File: src/rtl/rhythmic_gate_pattern_sequencer_core_macros.svh
// ----------------------------------------------------------------------------
// Assertion macros for the rhythmic gate pattern sequencer
// Immediate-overlap and next-cycle implication checks on the local clock.
// ----------------------------------------------------------------------------
`ifndef RHYTHMIC_GATE_PATTERN_SEQUENCER_CORE_MACROS_SVH
`define RHYTHMIC_GATE_PATTERN_SEQUENCER_CORE_MACROS_SVH

// Same-cycle implication, checked out of reset.
`define RGPS_ASSERT_SAME(lbl, ante, cons, msg) \
  lbl: assert property (@(posedge clk) disable iff (!rst_n) (ante) |-> (cons)) \
    else $error(msg);

// Next-cycle implication, checked out of reset.
`define RGPS_ASSERT_NEXT(lbl, ante, cons, msg) \
  lbl: assert property (@(posedge clk) disable iff (!rst_n) (ante) |=> (cons)) \
    else $error(msg);

`endif

File: src/rtl/rgps_pkg.sv
// ----------------------------------------------------------------------------
// rgps_pkg
// Shared types, register codes and the fixed rhythm pattern ROM.
// ----------------------------------------------------------------------------
`timescale 1ns / 1ps

package rgps_pkg;

  localparam int DEF_NUM_PATTERNS = 14;
  localparam int DEF_MAX_STEPS    = 16;

  localparam int ROM_ROWS = 14;
  localparam int ROM_COLS = 16;
  localparam int STEP_W   = 4;
  localparam int LEN_W    = 6;

  localparam logic [31:0] RST_PHASE_STEP  = 32'd8947849;
  localparam logic [15:0] RST_PULSE_WIDTH = 16'd32768;
  localparam logic [15:0] RST_LEVEL       = 16'd32768;

  // Configuration register indexes
  typedef enum logic [1:0] {
    REG_PHASE_STEP     = 2'd0,
    REG_PULSE_WIDTH    = 2'd1,
    REG_LEVEL          = 2'd2,
    REG_PATTERN_SELECT = 2'd3
  } reg_idx_t;

  // Note length codes
  localparam logic [1:0] NL_16TH = 2'd0;
  localparam logic [1:0] NL_8TH  = 2'd1;
  localparam logic [1:0] NL_QTR  = 2'd2;

  // Note codes: bit 0 active, bits 2:1 length
  localparam logic [2:0] R16 = 3'd0;
  localparam logic [2:0] A16 = 3'd1;
  localparam logic [2:0] A8  = 3'd3;
  localparam logic [2:0] A4  = 3'd5;

  typedef struct packed {
    logic [31:0] phase_step;
    logic [15:0] pulse_width;
    logic [15:0] level;
    logic [3:0]  pattern_select;
  } cfg_t;

  typedef struct packed {
    logic [15:0] gate_level;
    logic        cycle_end;
    logic        half_crossed;
  } res_t;

  localparam logic [4:0] ROM_LEN [ROM_ROWS] = '{
    5'd16, 5'd16, 5'd8, 5'd16, 5'd4, 5'd16, 5'd16, 5'd16,
    5'd12, 5'd12, 5'd12, 5'd12, 5'd14, 5'd14
  };

  localparam logic [2:0] ROM_NOTE [ROM_ROWS][ROM_COLS] = '{
    '{A16, A16, A16, A16, A16, A16, A16, A16, A16, A16, A16, A16, A16, A16, A16, A16},
    '{A16, R16, A16, R16, A16, R16, A16, R16, A16, R16, A16, R16, A16, R16, A16, R16},
    '{A8,  A8,  A8,  A8,  A8,  A8,  A8,  A8,  R16, R16, R16, R16, R16, R16, R16, R16},
    '{A16, R16, R16, R16, A16, R16, R16, R16, A16, R16, R16, R16, A16, R16, R16, R16},
    '{A4,  A4,  A4,  A4,  R16, R16, R16, R16, R16, R16, R16, R16, R16, R16, R16, R16},
    '{A16, R16, A16, R16, A16, R16, A16, R16, A16, R16, A16, R16, A16, R16, A16, R16},
    '{A16, A16, R16, R16, A16, A16, R16, R16, A16, A16, R16, R16, A16, A16, R16, R16},
    '{A16, A16, A16, R16, A16, A16, A16, R16, A16, A16, A16, R16, A16, A16, A16, R16},
    '{A8,  A16, A16, A8,  A16, A16, A8,  A16, A16, A8,  A16, A16, R16, R16, R16, R16},
    '{A4,  A8,  A8,  A4,  A8,  A8,  A4,  A8,  A8,  A4,  A8,  A8,  R16, R16, R16, R16},
    '{A16, A8,  A8,  A16, A8,  A8,  A16, A8,  A8,  A16, A8,  A8,  R16, R16, R16, R16},
    '{A8,  A4,  A4,  A8,  A4,  A4,  A8,  A4,  A4,  A8,  A4,  A4,  R16, R16, R16, R16},
    '{A16, A16, A16, A16, A16, A16, A8,  A16, A16, A16, A16, A16, A16, A8,  R16, R16},
    '{A8,  A16, A16, A16, A16, A16, A16, A8,  A16, A16, A16, A16, A16, A16, A16, A16}
  };

  // Rows without ROM contents read as length zero
  function automatic logic [4:0] rom_len_lookup(input logic [3:0] p);
    logic [4:0] r;
    r = 5'd0;
    if ({28'd0, p} < ROM_ROWS) begin
      r = ROM_LEN[p];
    end
    return r;
  endfunction

  // Rows without ROM contents read as inactive sixteenths
  function automatic logic [2:0] rom_note_lookup(input logic [3:0] p, input logic [3:0] s);
    logic [2:0] r;
    r = R16;
    if ({28'd0, p} < ROM_ROWS) begin
      r = ROM_NOTE[p][s];
    end
    return r;
  endfunction

endpackage

File: src/rtl/rgps_engine.sv
// ----------------------------------------------------------------------------
// rgps_engine
// Phase accumulator, pattern step state and gate decision for one sample.
// ----------------------------------------------------------------------------
`timescale 1ns / 1ps
`include "rhythmic_gate_pattern_sequencer_core_macros.svh"

module rgps_engine
  import rgps_pkg::*;
#(
  parameter int MAX_STEPS = DEF_MAX_STEPS
) (
  input  logic        clk,
  input  logic        rst_n,
  input  logic        fire,
  input  logic        cmd_resync,
  input  logic [31:0] start_phase,
  input  cfg_t        cfg,
  output res_t        res
);

  logic [31:0]       phase_r, phase_nxt;
  logic [STEP_W-1:0] step_r, step_nxt;
  logic [1:0]        lastq_r, lastq_nxt;
  logic              qv_r, qv_nxt;
  logic              note_on_r, note_on_nxt;
  logic [1:0]        note_len_r, note_len_nxt;

  logic [1:0]        quad;
  logic              load;
  logic [4:0]        rom_len;
  logic [LEN_W-1:0]  pat_len;
  logic [2:0]        note;
  logic              adv;
  logic [LEN_W-1:0]  step_inc;
  logic              open;
  logic [32:0]       phase_sum;
  logic              wrap;
  logic              half;

  always_comb begin
    quad     = phase_r[31:30];
    load     = !qv_r || (quad != lastq_r);
    rom_len  = rom_len_lookup(cfg.pattern_select);
    pat_len  = ({1'b0, rom_len} > LEN_W'(MAX_STEPS)) ? LEN_W'(MAX_STEPS) : {1'b0, rom_len};
    note     = rom_note_lookup(cfg.pattern_select, step_r);
    step_inc = LEN_W'(step_r) + LEN_W'(1);

    // sixteenths advance on every quadrant, eighths on odd quadrants, quarters on the last one
    case (note[2:1])
      NL_16TH: adv = 1'b1;
      NL_8TH:  adv = quad[0];
      NL_QTR:  adv = (quad == 2'd3);
      default: adv = 1'b0;
    endcase

    note_on_nxt  = load ? note[0]   : note_on_r;
    note_len_nxt = load ? note[2:1] : note_len_r;
    lastq_nxt    = load ? quad      : lastq_r;
    qv_nxt       = 1'b1;
    step_nxt     = step_r;
    if (load && adv) begin
      step_nxt = (step_inc >= pat_len) ? '0 : step_inc[STEP_W-1:0];
    end

    // gate compare inside the span of the current note
    case (note_len_nxt)
      NL_16TH: open = phase_r[29:0] < {cfg.pulse_width, 14'd0};
      NL_8TH:  open = phase_r[30:0] < {cfg.pulse_width, 15'd0};
      default: open = phase_r < {cfg.pulse_width, 16'd0};
    endcase

    phase_sum = {1'b0, phase_r} + {1'b0, cfg.phase_step};
    wrap      = phase_sum[32];
    half      = wrap ? phase_sum[31] : (!phase_r[31] && phase_sum[31]);
    phase_nxt = phase_sum[31:0];

    res.gate_level   = (open && note_on_nxt) ? cfg.level : 16'd0;
    res.cycle_end    = wrap;
    res.half_crossed = half;

    // resync: load phase, rewind step, force reload, output silence
    if (cmd_resync) begin
      phase_nxt    = start_phase;
      step_nxt     = '0;
      qv_nxt       = 1'b0;
      lastq_nxt    = lastq_r;
      note_on_nxt  = note_on_r;
      note_len_nxt = note_len_r;
      res          = '0;
    end
  end

  always_ff @(posedge clk) begin
    if (!rst_n) begin
      phase_r    <= '0;
      step_r     <= '0;
      lastq_r    <= '0;
      qv_r       <= 1'b0;
      note_on_r  <= 1'b0;
      note_len_r <= NL_16TH;
    end else if (fire) begin
      phase_r    <= phase_nxt;
      step_r     <= step_nxt;
      lastq_r    <= lastq_nxt;
      qv_r       <= qv_nxt;
      note_on_r  <= note_on_nxt;
      note_len_r <= note_len_nxt;
    end
  end

  `RGPS_ASSERT_NEXT(a_resync_clears, fire && cmd_resync, !qv_r && (step_r == '0), "resync did not clear step and reload")
  `RGPS_ASSERT_NEXT(a_sample_loads, fire && !cmd_resync, qv_r && (lastq_r == $past(quad)), "sample left quadrant stale")
  `RGPS_ASSERT_NEXT(a_idle_holds, !fire, $stable(phase_r) && $stable(step_r), "state moved without a beat")
  `RGPS_ASSERT_SAME(a_gate_level, fire && (res.gate_level != 16'd0), !cmd_resync && note_on_nxt, "gate open on a rest or resync")

endmodule

File: src/rtl/rhythmic_gate_pattern_sequencer_core.sv
// ----------------------------------------------------------------------------
// rhythmic_gate_pattern_sequencer_core
// Pattern-driven tremolo gate: one sample beat in, one gated level beat out.
//
//   channel | dir | tdata (low bit up)                        | tuser
//   in_     | in  | start_phase[31:0]                         | command
//   out_    | out | gate_level[15:0], cycle_end, half_crossed | -
//   cfg_    | in  | index/wdata write port, no read-back      | -
//
// One beat per cycle sustained while out_tready is high; a beat passes from the input
// register to the output register, with the full sample update computed between them.
// Reset (rst_n low, synchronous) clears phase, step and config to defaults.
// A stalled output keeps one beat in the input register before in_tready drops.
// ----------------------------------------------------------------------------
`timescale 1ns / 1ps

module rhythmic_gate_pattern_sequencer_core
  import rgps_pkg::*;
#(
  parameter int NUM_PATTERNS = DEF_NUM_PATTERNS,
  parameter int MAX_STEPS    = DEF_MAX_STEPS
) (
  input  logic        clk,
  input  logic        rst_n,
  // input stream
  input  logic        in_tvalid,
  output logic        in_tready,
  input  logic [31:0] in_tdata,   // start_phase[31:0]
  input  logic        in_tuser,   // command: 0 advance, 1 resync
  // result stream
  output logic        out_tvalid,
  input  logic        out_tready,
  output logic [23:0] out_tdata,  // gate_level[15:0], cycle_end, half_crossed, zero pad
  // configuration
  input  logic        cfg_we,
  input  logic [1:0]  cfg_index,
  input  logic [31:0] cfg_wdata
);

  cfg_t        cfg_r;
  res_t        res;

  logic        s1_vld_r;
  logic        s1_cmd_r;
  logic [31:0] s1_phase_r;
  logic        out_vld_r;
  res_t        out_res_r;

  logic        out_free;
  logic        fire;

  assign out_free  = !out_vld_r || out_tready;
  assign fire      = s1_vld_r && out_free;
  assign in_tready = !s1_vld_r || out_free;

  always_ff @(posedge clk) begin
    if (!rst_n) begin
      cfg_r.phase_step     <= RST_PHASE_STEP;
      cfg_r.pulse_width    <= RST_PULSE_WIDTH;
      cfg_r.level          <= RST_LEVEL;
      cfg_r.pattern_select <= 4'd0;
    end else if (cfg_we) begin
      unique case (reg_idx_t'(cfg_index))
        REG_PHASE_STEP:  cfg_r.phase_step  <= cfg_wdata;
        REG_PULSE_WIDTH: cfg_r.pulse_width <= cfg_wdata[15:0];
        REG_LEVEL:       cfg_r.level       <= cfg_wdata[15:0];
        REG_PATTERN_SELECT: begin
          // drop selects past the pattern count
          if ({28'd0, cfg_wdata[3:0]} < NUM_PATTERNS) begin
            cfg_r.pattern_select <= cfg_wdata[3:0];
          end
        end
        default: ;
      endcase
    end
  end

  always_ff @(posedge clk) begin
    if (!rst_n) begin
      s1_vld_r <= 1'b0;
    end else if (in_tready) begin
      s1_vld_r <= in_tvalid;
    end
  end

  always_ff @(posedge clk) begin
    if (in_tready && in_tvalid) begin
      s1_cmd_r   <= in_tuser;
      s1_phase_r <= in_tdata;
    end
  end

  rgps_engine #(
    .MAX_STEPS (MAX_STEPS)
  ) u_engine (
    .clk         (clk),
    .rst_n       (rst_n),
    .fire        (fire),
    .cmd_resync  (s1_cmd_r),
    .start_phase (s1_phase_r),
    .cfg         (cfg_r),
    .res         (res)
  );

  always_ff @(posedge clk) begin
    if (!rst_n) begin
      out_vld_r <= 1'b0;
    end else if (out_free) begin
      out_vld_r <= s1_vld_r;
    end
  end

  always_ff @(posedge clk) begin
    if (fire) begin
      out_res_r <= res;
    end
  end

  assign out_tvalid = out_vld_r;
  assign out_tdata  = {6'd0, out_res_r.half_crossed, out_res_r.cycle_end, out_res_r.gate_level};

endmodule

File: config.mk
export PLATFORM = sky130hd
export DESIGN_NAME = rhythmic_gate_pattern_sequencer_core
export DESIGN_NICKNAME = d
export VERILOG_FILES = /design/src/rtl/rgps_pkg.sv /design/src/rtl/rgps_engine.sv /design/src/rtl/rhythmic_gate_pattern_sequencer_core.sv
export VERILOG_INCLUDE_DIRS = /design/src /design/src/rtl
export SDC_FILE = /design/constraint.sdc
export NUM_CORES = 1
export LEC_CHECK = 0
export BUFFER_PORTS_ARGS = -buffer_cell sky130_fd_sc_hd__buf_2
export CAP_MARGIN = 20
export CORE_MARGIN = 4
export CORE_UTILIZATION = 30
export CTS_CLUSTER_DIAMETER = 50
export DETAILED_ROUTE_END_ITERATION = 6
export GPL_TIMING_DRIVEN = 0
export SETUP_SLACK_MARGIN = 0.1
export SLEW_MARGIN = 30
export SYNTH_ARGS = -nofsm -noshare
export SYNTH_HDL_FRONTEND = slang
export SYNTH_SLANG_ARGS = --single-unit
File: constraint.sdc
create_clock -name clk -period 4.3 [get_ports clk]
set_input_delay 0.215 -clock clk [delete_from_list [all_inputs] [get_ports clk]]
set_output_delay 0.215 -clock clk [all_outputs]
set_load 0.02 [all_outputs]
; After elaboration in Yosys (flattened, before gate mapping)
; Memory sizes are Yosys's and may differ from the RTL's.
; Cells that the tools add are included.
[word_totals]
latchBits = 0
register_bits = 163
out_inout_bits = 26
wordCells = 86
mem_bits_ro = 848
in_bits = 72
n_memories = 2
mem_bits_rw = 0
[mem_list]
columns = memory, words, word_bits, read_ports, rd_clocked_by_memory_dff, write_ports, line_no
row1 = (no name shown), 16, 48, 1, 0, 0, rgps_pkg.sv:90  ; r = ROM_NOTE[p][s];
row2 = (no name shown), 16, 5, 1, 0, 0, rgps_pkg.sv:80  ; r = ROM_LEN[p];
[op_classes]
order_cmp = 9
n_reduce_logical = 24
n_div = 0
bitwise_logic = 4
shift = 0
multipliers = 0
n_eq_ne = 8
muxes = 20
n_addsub = 2
[op_table]
columns = operator, n
row1 = 2-to-1 mux 48 bit, 2
row2 = adder 32 x 32 -> 33 bit, 1
row3 = < comparator 32 bit, 1
row4 = 2-to-1 mux 32 bit, 1
row5 = < comparator 31 bit, 1
row6 = < comparator 30 bit, 1
row7 = 2-to-1 mux 5 bit, 4
row8 = binary-select mux 3 bit (select 4 bit), 1
row9 = 2-to-1 mux 4 bit, 3
row10 = ">= comparator 5 bit, second input constant", 2
row11 = NOT 4 -> 5 bit, 2
row12 = AND reduction 2 bit, 5
row13 = 2-to-1 mux 3 bit, 3
row14 = "== test 2 bit, second input constant", 4
row15 = "< comparator 4 bit, second input constant", 2
row16 = "== test 2 x 1 -> 1 bit, second input constant", 3
row17 = >= comparator 6 bit, 1
row18 = zero test 2 bit, 3
row19 = AND reduction 3 bit, 2
row20 = "adder 4 x 1 -> 5 bit, second input constant", 1
row21 = "> comparator 5 bit, second input constant", 1
row22 = logical AND 1 bit, 5
row23 = zero test 1 bit, 4
row24 = logical OR 1 bit, 3
row25 = other kinds (8), 11

; Longest topological paths before layout
; Gate-level depths: netlist (run 1).
[logic_depth]
ltp_word = 14
depth_mapped = 12
depth_no_buf = 12

; By module
; A second synthesis (run 1) with hierarchy kept.
[unflattened]
hier_cells = 1062
area_unflattened_um2 = 9706.8
[by_module_without_submodules]
columns = mod, cells_each, instances, area_each_um2
row1 = rgps_engine, 700, 1, 5535.3
row2 = rhythmic_gate_pattern_sequencer_core, 362, 1, 4171.5

; Worst setup path before layout (run 1)
; No wires, ideal clock.
[synth_path]
path_type = register to register
start = register cfg_r[1] (netlist name)
end = register out_res_r (netlist bit out_tdata[10]) (data pin)
stages_incl_launch_ff = 11
path_buffers = 1
setup_time_ns = 0.258
synth_period_minus_slack_ns = 2.687
slack_ns = 1.613
arrival_ns = 2.429
cell_sequence = dfxtp_1 -> inv_1 -> ha_1 -> or4b_1 -> a21oi_1 -> o221ai_1 -> o21ai_0 -> a211oi_1 -> o21ai_2 -> buf_4 -> a21boi_2
[synth_between]
elab_chain_cells = 14
word_cells_on_any_way = 17
classes_between = order compare: 1 / eq/ne: 1 / mux: 9 / bitwise: 2 / reduce/logical: 3 / memory: 1
[synth_rtl]
columns = item, line_no
row1 = "start, declared", rhythmic_gate_pattern_sequencer_core.sv:40  ; cfg_t cfg_r;
row2 = NOT 4 -> 5 bit (implied by the code), rgps_pkg.sv:90
row3 = memory (16 x 48 bit), --
row4 = 2-to-1 mux 48 bit (implied by the code) (2 in a row), rgps_pkg.sv:90
row5 = binary-select mux 3 bit (select 4 bit), rgps_pkg.sv:90
row6 = 2-to-1 mux 3 bit (implied by the code) (2 in a row), rgps_pkg.sv:90
row7 = 2-to-1 mux 3 bit (*), rgps_pkg.sv:89  ; if ({28'd0, p} < ROM_ROWS) begin
row8 = 2-to-1 mux 2 bit, rgps_engine.sv:58  ; note_len_nxt = load ? note[2:1] : note_len_r;
row9 = == test 2 x 1 -> 1 bit / zero test 2 bit (equally long branches), rgps_engine.sv:67  ; case (note_len_nxt)
row10 = one-hot mux 1 bit (2 select lines), rgps_engine.sv:67
row11 = logical AND 1 bit (*), rgps_engine.sv:78  ; res.gate_level = (open && note_on_nxt) ? cfg.level : 16'd0;
row12 = NOT 1 bit (no line) (*), --
row13 = OR reduction 2 bit (no line) (*), --
row14 = "end signal, assigned", rhythmic_gate_pattern_sequencer_core.sv:115  ; out_res_r <= res;
row15 = "end, declared", rhythmic_gate_pattern_sequencer_core.sv:47  ; res_t out_res_r;
; Mark *: on every way between the ends. The rest lies on a longest branch, timed or not. The select of a mux whose other input is x is not followed.
; A chain may end at the register's enable or synchronous reset.

; Worst setup path in the final report (run 1)
[layout_path]
start = register cfg_r[1] (netlist name)
end = register out_res_r (netlist bit out_tdata[7]) (data pin)
; Same word-level chain as after synthesis.

==> results of run 1 <==
final timing paths:
| path | start | to | slack [ns] | depth (start not counted) |
|---|---|---|---|---|
| max | cfg_r[1]$_SDFFE_PN0P_ | out_tdata[7]$_SDFFCE_PP0P_ | 0.88 | 10 |
| min | cfg_wdata[23] | cfg_r[59]$_SDFFE_PN1P_ | 0.009 | 3 |
| max reg2reg | cfg_r[1]$_SDFFE_PN0P_ | out_tdata[7]$_SDFFCE_PP0P_ | 0.88 | 10 |
| min reg2reg | cfg_r[5]$_SDFFE_PN0P_ | cfg_r[5]$_SDFFE_PN0P_ | 0.46 | 2 |
layer usage:
layer  up-vias  GRT usage  share of wire  routed length, microns
met5         -          0              0                       0
met4         0     0.0375          0.013                     357
met3        24     0.0239          0.054                    1510
met2       237      0.255           0.46                   12900
met1      3894      0.221           0.47                   13200
li1       4143          -              -                       -
state kept, by name, summed over array words and instances (netlist names), 2 cells and up:
name                 flops
u_engine.lastq_r         2
u_engine.phase_r        32
u_engine.note_len_r      2
out_tdata               18
cfg_r                   68
u_engine.step_r          4
s1_phase_r              32
cell type report:
class | instances | area, sq um
inverters | 38 | 143
multi-input cells | 800 | 5560
clock inverters | 14 | 165
repair buffers | 126 | 838
flip-flops and latches | 163 | 3770
well taps | 435 | 544
plain buffers | 60 | 288
clock buffers | 18 | 439
fillers | 3232 | 20000
placed cells by master (no fill, tap or decap), types with 7 or more instances in the layout:
master and n:
nor2_1 35, a21oi_1 62, ha_1 88, nand4_1 11
edfxtp_1 51, clkbuf_16 17, clkbuf_1 38, o211a_1 20
xnor2_1 13, a21o_1 30, o211ai_1 21, nor2b_1 14
a21boi_2 10, nand3_1 22, a31oi_1 13, dfxtp_1 112
buf_2 97, o21ai_1 10, a211oi_1 10, nand2_1 180
o21ai_0 39, buf_4 8, xor2_1 16, nand2b_1 7
a21boi_0 58, and2_1 9, nor3_1 9, dlygate4sd3_1 34
inv_1 36, mux2i_1 9
power by group through the flow:
stage | clock (mW) | sequential [mW] | combinational [mW]
2_1_floorplan | 0 | 1.74 | 0.407
3_3_place_gp | 0 | 1.76 | 0.582
3_5_place_dp | 0 | 1.76 | 0.596
4_1_cts | 1.63 | 1.72 | 0.624
5_1_grt | 1.69 | 1.73 | 0.702
6_report | 1.60 | 1.72 | 0.625
cells by family (layout without fill, tap and decap cells):
| logic type | count (synthesis) | count (layout) | synth area share |
|---|---|---|---|
| and+or+nand+nor | 328 | 328 | 0.160 |
| DFF | 163 | 163 | 0.387 |
| other | 1 | 6 | 0.000385 |
| AOI/OAI and AO/OA | 338 | 338 | 0.257 |
| xor gates and xnor gates | 29 | 29 | 0.0261 |
| buffers and inverters | 98 | 256 | 0.0440 |
| muxes | 10 | 10 | 0.0104 |
| adders and majority gates | 89 | 89 | 0.115 |
critical path, cell delays in order, from the launching register on:
cell	delay (ns)
dfxtp_1	0.56
inv_1	0.18
ha_1	0.40
or4b_1	0.45
a21oi_1	0.22
o221ai_1	0.25
o21ai_0	0.29
a211oi_1	0.10
o21ai_2	0.35
buf_4	0.29
a21boi_2	0.08
timing repair:
item,in CTS,in global routing
hold buffers,34,0
resized for setup,0,0
hold endpoints to repair,34,0
==> flow_summary.ini, run 1 <==
[floorplanning]
placement_rows = 65
design.die.area_sq_um = 35400
die_x_microns = 188
initial_utilization = 0.307
die_h_microns = 188
core_area_sq_um = 31800
boundaryPins = 98

[layout]
fin_nets = 1367
n_antenna_cell = 0
synthToLayoutAreaGrowth_pct = 20.6
drive_gt1_frac = 0.152
final_area_sq_um = 11800
layoutNonFillerInstCount = 1654
postLayoutCoreUtil = 0.370

[timing]
maxSlewViolCount = 0
clock.fmax_ghz = 0.293
fin_crit_ns = 3.42
finalSetupTns_ns = 0
rsz0062_at_grt = false
slew_headroom = 0.459
worst_slack_ns = 0.883
hold_slack_ns = 0.00883
post-route-period-util = 0.795
setup_viol = 0
worstMarginPinSlew_ns = 0.810
hold_viol = 0
fin_skew_ns = 0.0147

[clocking]
ctsHtreeMaxLevel = 4
postCtsSetupBuffers = 0
cts_tree = built
path_clk_slew_ns = 0.07
cts_buffer_depth = 2
cts-root-buf = clkbuf_16
clock-sinks = 163
numCtsBuffers = 17
insertion_delay_ns = 0.43

[synth]
synth_edf_count = 51
synth_area_leaders = dfxtp_1, edfxtp_1, ha_1, nand2_1, a21boi_0
yosysWarnings = 0
synth_cell_types = 86
yosysMostFrequentCell = nand2_1
synth-seq-cells = 163
synth_top_area_frac = 0.230
ys_seq_area_frac = 0.387
synth_flop_cell = dfxtp_1
ys_top_cells_by_count = nand2_1, dfxtp_1, ha_1
synth_top_cell_by_area = dfxtp_1
synthCells = 1056
syn_area_sq_um = 9750
synthArstFlopShare = 0
postSynthAreaPerCell_sq_um = 9.23

[place]
hpwl_microns = 21600
gp_congestion = 0.857
dp_slack_ns = 0.929
place_inst = 1588
place_area_sq_um = 10800
port_buffers = 90

[global_routing]
grt_usage = 0.157
grt_overflow_total = 0
grt_pass1_wl_microns = 44700
grt_antenna_before_repair = 0
grt_pass1_vias = 8149
grt_max_degree = 25

[route]
firstDrtPassIters = 5
drc = 0
vias = 8298
via_per_inst = 5.02
ant_nets = 0
avgRoutedWirePerCell_microns = 16.9
wl_microns = 27900
drtIter0Drc = 526

[power_and_ir_drop]
switching_share = 0.287
p_per_area_nw_per_um2 = 336
comb_power_share = 0.158
p_total_mw = 3.95
power_frac_clock = 0.406
peakVddDrop_uv = 246
leakage_nw = 4.86
p_seq_frac = 0.436
p_sw_mw = 1.13
p_int_mw = 2.82

[setup_path]
worst_setup_path_start_kind = flip-flop
cp.required_ns = 4.49
cp-end-kind = flip-flop
critical_path_arrival_ns = 3.60
cp_max_fo = 10
critPathKind = flip-flop to flip-flop

[hold_path]
min_path_type = primary input to flip-flop

[outcome]
outcome = completed

[job]
drv_cap = 0
No activity file was read; power rests on OpenSTA's default activity.
==> run 2, diff against run 1 <==
--- a/config.mk
+++ b/config.mk
@@ -6,6 +6,7 @@
 export SDC_FILE = /design/constraint.sdc
 export NUM_CORES = 1
 export LEC_CHECK = 0
+export ABC_AREA = 1
 export BUFFER_PORTS_ARGS = -buffer_cell sky130_fd_sc_hd__buf_2
 export CAP_MARGIN = 20
 export CORE_MARGIN = 4
==> constraint.sdc (replaced) <==
create_clock -name clk -period 3.5 [get_ports clk]
set_input_delay 0.175 -clock clk [delete_from_list [all_inputs] [get_ports clk]]
set_output_delay 0.175 -clock clk [all_outputs]
set_load 0.02 [all_outputs]
==> run 2 against run 1 <==
  * Die area decreased by 0.43%
  * First-iteration DRC count grew 21%
  * Worst hold slack better by 0.0046 ns
  * Critical path type unchanged
==> flow_summary.ini, run 2 <==
[outcome]
outcome = completed

[global_routing]
grt_pass1_vias = 8730
grt_pass1_wl_microns = 46700
grt_usage = 0.167
grt_overflow_total = 0
grt_antenna_before_repair = 0
grt_max_degree = 34

[place]
port_buffers = 91
hpwl_microns = 23300
gp_congestion = 0.948
dp_slack_ns = 0.611

[power_and_ir_drop]
switching_share = 0.303
p_int_mw = 3.36
p_sw_mw = 1.46
comb_power_share = 0.173
p_seq_frac = 0.441
power_frac_clock = 0.386
peakVddDrop_uv = 341
leakage_nw = 5.11
p_per_area_nw_per_um2 = 410

[synth]
synth-simple-area-share = 0.227
synth_flop_cell = dfxtp_1
yosysWarnings = 0
synthArstFlopShare = 0
synth_mux_area_frac = 0
synth_edf_count = 51
synth_area_leaders = dfxtp_1, edfxtp_1, ha_1, nand2_1, a21oi_1
ys_seq_area_frac = 0.389
syn_area_sq_um = 9700
synth_cell_types = 49
synth-seq-cells = 163
synth_top_area_frac = 0.231
ys_top_cells_by_count = nand2_1, nor2_1, a21oi_1
yosysMostFrequentCell = nand2_1
synth_top_family_by_area = simple AND/OR/NAND/NOR gates
postSynthAreaPerCell_sq_um = 7.70
synth_top_cell_by_area = dfxtp_1
synth_compound_area_frac = 0.183
synth-xor-area-share = 0.0135
synthCells = 1260
synth_fa_ha_area_frac = 0.116

[setup_path]
cp.required_ns = 3.82
cp_max_fo = 4
worst_setup_path_start_kind = flip-flop
critPathKind = flip-flop to flip-flop
cp-end-kind = flip-flop
critical_path_arrival_ns = 3.25

[layout]
area.sequential_sq_um = 3770
final_common_cell = nand2_1
multi_input_area_sq_um = 5250
fillers = 3337
n_antenna_cell = 0
top_regs = cfg_r x68, s1_phase_r x32, u_engine.phase_r x32
fin_nets = 1585
drive_gt1_frac = 0.127
largest-register = cfg_r
mostFrequentLayoutCells = nand2_1, nor2_1, a21oi_1, dfxtp_1, inv_1
synthToLayoutAreaGrowth_pct = 21.2
largest_reg_flops = 68

[clocking]
ctsResizeCount = 0
postCtsSetupBuffers = 0
numCtsBuffers = 17
ctsHtreeMaxLevel = 4
cts_tree = built
cts-root-buf = clkbuf_16
clock-sinks = 163
insertion_delay_ns = 0.45
path_clk_slew_ns = 0.07
cts_buffer_depth = 2

[floorplanning]
boundaryPins = 98
design.die.area_sq_um = 35300
die_x_microns = 188
die_h_microns = 188
placement_rows = 65
initial_utilization = 0.306
core_area_sq_um = 31700

[hold_path]
min_path_type = primary input to flip-flop

[timing]
clock.fmax_ghz = 0.341
setup_viol = 0
worst_slack_ns = 0.564
hold_viol = 0
hold_slack_ns = 0.0134
maxSlewViolCount = 0
rsz0062_at_grt = false
slew_headroom = 0.477
fin_crit_ns = 2.94
finalSetupTns_ns = 0
worstMarginPinSlew_ns = 0.779
post-route-period-util = 0.839
fin_skew_ns = 0.0145

[route]
drc = 0
avgRoutedWirePerCell_microns = 16.2
wl_microns = 29800
ant_nets = 0
drtIter0Drc = 636
firstDrtPassIters = 5
vias = 9095
via_per_inst = 4.95

[job]
drv_cap = 0
[run 2: worst max-delay path, cell delays in order, from the launching register on]
cell	delay [ns]
dfxtp_1	0.40
ha_1	0.21
inv_1	0.06
fa_1	0.36
inv_1	0.09
nand2_1	0.06
o21ai_2	0.25
a21oi_1	0.21
o21ai_0	0.45
nand3_1	0.23
nand3_1	0.14
nand2_1	0.05
o21ai_0	0.22
a21oi_1	0.09
[run 2: logic make-up (layout without fill, tap and decap cells)]
group	after synthesis	in the layout
fa+ha+maj	89	89
simple gates	504	504
buf+inv	167	339
xor+xnor	15	15
compound gates	321	321
flops	163	163
other cells	1	6
[run 2: final timing paths]
kind | from | end | slack [ns] | cells after the start
worst max register to register | cfg_r[36]$_SDFFE_PN1P_ | u_engine.phase_r[28]$_SDFFE_PN0P_ | 0.56 | 13
worst min-delay path | cfg_wdata[28] | cfg_r[64]$_SDFFE_PN0P_ | 0.01 | 3
worst min register to register | cfg_r[9]$_SDFFE_PN0P_ | cfg_r[9]$_SDFFE_PN0P_ | 0.46 | 2
worst max-delay path | cfg_r[36]$_SDFFE_PN1P_ | u_engine.phase_r[28]$_SDFFE_PN0P_ | 0.56 | 13
[run 2: area by class of cell]
cell class	instances	share of cell area
Sequential cell	163	0.321
Clock buffer	19	0.0395
Tap cell	402	0.0428
Multi-Input combinational cell	935	0.447
Clock inverter	13	0.00937
Inverter	118	0.0377
Buffer	49	0.0217
Timing Repair Buffer	140	0.0813
[run 2: per-layer routing]
layer | vias to the layer above | global-route usage | wire, microns
li1 | 4603 | - | -
met1 | 4208 | 0.232 | 14000
met5 | - | 0 | 0
met2 | 258 | 0.268 | 13500
met3 | 26 | 0.0341 | 1950
met4 | 0 | 0.0381 | 410
[run 2: what timing repair did]
item	CTS	global route
hold buffers	48	0
endpoints found under the hold margin	48	0
endpoints found under the setup margin	0	0
[run 2: power by group through the flow]
stage	Combinational (mW)	Clock, mW	Sequential, mW
6_report	0.837	1.86	2.13
4_1_cts	0.835	1.89	2.12
3_5_place_dp	0.787	0	2.17
5_1_grt	0.939	1.98	2.14
3_3_place_gp	0.771	0	2.16
2_1_floorplan	0.536	0	2.15
[run 2: per-stage QoR]
step / std cells / utilization / instance area [sq um] / power, mW
after floorplan: 1265 / - / 9720 / 2.69
after global placement: 1758 / 0.337 / 10700 / 2.94
after detailed placement: 1759 / 0.337 / 10700 / 2.95
after CTS: 1839 / 0.371 / 11800 / 4.85
after global routing: 1839 / 0.371 / 11800 / 5.06
final: 1839 / 0.371 / 11800 / 4.82
==> run 3, diff against run 2 <==
==> constraint.sdc (replaced) <==
create_clock -name clk -period 2.7 [get_ports clk]
set_input_delay 0.135 -clock clk [delete_from_list [all_inputs] [get_ports clk]]
set_output_delay 0.135 -clock clk [all_outputs]
set_load 0.02 [all_outputs]
==> run 3 against run 2 <==
  * Via count grew 0.44%
  * Core utilization increased by 0.52 points
  * Clock skew grew 0.0014 ns
  * Design area rose by 1.4%
  * Combinational power grew 33%
  * Clock-buffer cell count unchanged
  * Critical path type unchanged
  * Sequential power increased by 29%
  * Worst hold slack lost 0.0018 ns
  * Highest routed layer unchanged
  * Cell count up 0.71%
==> flow_summary.ini, run 3 (synthesized netlist as in run 2, its figures left out) <==
[outcome]
outcome = completed

[hold_path]
min_from = cfg_wdata[5]
hold_end = cfg_r[41]$_SDFFE_PN0P_
min_path_type = primary input to flip-flop
worstHoldPathCells = 3

[clocking]
numCtsBuffers = 17
clock-sinks = 163
insertion_delay_ns = 0.44
cts_tree = built
cts_buffer_depth = 2
cts-root-buf = clkbuf_16
path_clk_slew_ns = 0.07
ctsHtreeMaxLevel = 4

[power_and_ir_drop]
p_per_area_nw_per_um2 = 526
leakage_nw = 5.18
peakVddDrop_uv = 443

[place]
place_inst = 1759
hpwl_microns = 23300
gp_congestion = 0.948
port_buffers = 91

[layout]
top_regs = cfg_r x68, s1_phase_r x32, u_engine.phase_r x32
n_antenna_cell = 0
layoutNonFillerInstCount = 1852
area.sequential_sq_um = 3780
largest-register = cfg_r
final_common_cell = nand2_1
mostFrequentLayoutCells = nand2_1, nor2_1, a21oi_1, inv_1, dfxtp_1
drive_gt1_frac = 0.136
fillers = 3329
multi_input_area_sq_um = 5290
postLayoutCoreUtil = 0.376
fin_nets = 1598
synthToLayoutAreaGrowth_pct = 22.8
largest_reg_flops = 68

[global_routing]
grt_usage = 0.167
grt_pass1_wl_microns = 46800
grt_overflow_total = 0
grt_pass1_vias = 8787
grt_max_degree = 34
grt_antenna_before_repair = 0

[job]
drv_cap = 0

[timing]
clock.fmax_ghz = 0.402
hold_viol = 0
fin_skew_ns = 0.0159
worstMarginPinSlew_ns = 0.770
post-route-period-util = 0.921
fin_crit_ns = 2.49
slew_headroom = 0.483
setup_viol = 0
maxSlewViolCount = 0
rsz0062_at_grt = true

[setup_path]
reg2reg_depth = 14
worst_setup_path_start_kind = flip-flop
r2r-start = cfg_r[36]$_SDFFE_PN1P_
critical_path_arrival_ns = 2.86
r2r_slack_ns = 0.21
cp.required_ns = 3.07
critPathKind = flip-flop to flip-flop
reg2reg_to = u_engine.phase_r[18]$_SDFFE_PN0P_
cp_max_fo = 4
cp-end-kind = flip-flop

[floorplanning]
die_h_microns = 188
core_area_sq_um = 31700
initial_utilization = 0.306
design.die.area_sq_um = 35300
boundaryPins = 98
die_x_microns = 188
placement_rows = 65

[route]
firstDrtPassIters = 5
via_per_inst = 4.93
drc = 0
avgRoutedWirePerCell_microns = 16.2
drtIter0Drc = 661
vias = 9135
wl_microns = 30000
ant_nets = 0
-- run 3: worst max-delay path by stage --
stage,from,to,cells past startpoint,slack [ns]
2_1_floorplan,cfg_r[0]$_SDFFE_PN0P_,u_engine.step_r[1]$_SDFFE_PN0P_,15,0.45
3_3_place_gp,cfg_r[36]$_SDFFE_PN1P_,u_engine.phase_r[28]$_SDFFE_PN0P_,13,-0.18
3_5_place_dp,cfg_r[36]$_SDFFE_PN1P_,u_engine.phase_r[28]$_SDFFE_PN0P_,13,-0.19
4_1_cts,cfg_r[36]$_SDFFE_PN1P_,u_engine.phase_r[28]$_SDFFE_PN0P_,13,0.08
5_1_grt,cfg_r[36]$_SDFFE_PN1P_,u_engine.phase_r[28]$_SDFFE_PN0P_,13,0.08
6_report,cfg_r[36]$_SDFFE_PN1P_,u_engine.phase_r[18]$_SDFFE_PN0P_,14,0.21
-- run 3: what timing repair did --
item,CTS,global route
gates resized for setup,8,10
buffers inserted,1,4
setup endpoints to repair,22,27
pin swaps,2,5
hold endpoints to repair,57,0
hold buffers,56,0
-- run 3: through the flow --
step	power (mW)	hold slack [ns]	cell area, sq um	TNS (ns)	setup WS [ns]
2_1_floorplan	3.48	0.234	9720	0	0.455
6_report	6.27	0.0116	11900	0	0.214
3_3_place_gp	3.81	0.311	10700	-0.203	-0.181
3_5_place_dp	3.83	0.313	10700	-0.362	-0.189
5_1_grt	6.58	0.0174	11900	0	0.0842
4_1_cts	6.30	0.00169	11900	0	0.0757
-- run 3: cell type report --
cell class / instances / share of cell area
well taps: 402 / 0.0422
clock buffers: 19 / 0.0389
clock inverters: 13 / 0.00924
plain buffers: 49 / 0.0214
flip-flops and latches: 163 / 0.317
multi-input cells: 935 / 0.444
inverters: 118 / 0.0372
repair buffers: 153 / 0.0901
-- run 3: critical path: stages (launching register included) --
cell and delay [ns]:
dfxtp_2 0.36, ha_1 0.19, inv_1 0.06, fa_1 0.36
inv_1 0.09, nand2_1 0.09, o21ai_4 0.25, a21boi_2 0.15
o21ai_4 0.22, buf_4 0.16, nand2_1 0.05, nand2_1 0.07
xor2_1 0.14, o21ai_0 0.09, a21oi_1 0.14
-- run 3: where the power goes --
part / internal (mW) / leakage (nW) / switching (mW)
clock: 1.29 / 0.289 / 1.12
sequential: 2.66 / 1.41 / 0.0921
combinational: 0.425 / 3.48 / 0.681
total: 4.37 / 5.18 / 1.89
-- run 3: per-layer routing --
layer,part of all wire,track usage
met2,0.45,0.268
met4,0.015,0.0398
met1,0.48,0.231
met5,0,0
met3,0.060,0.0361
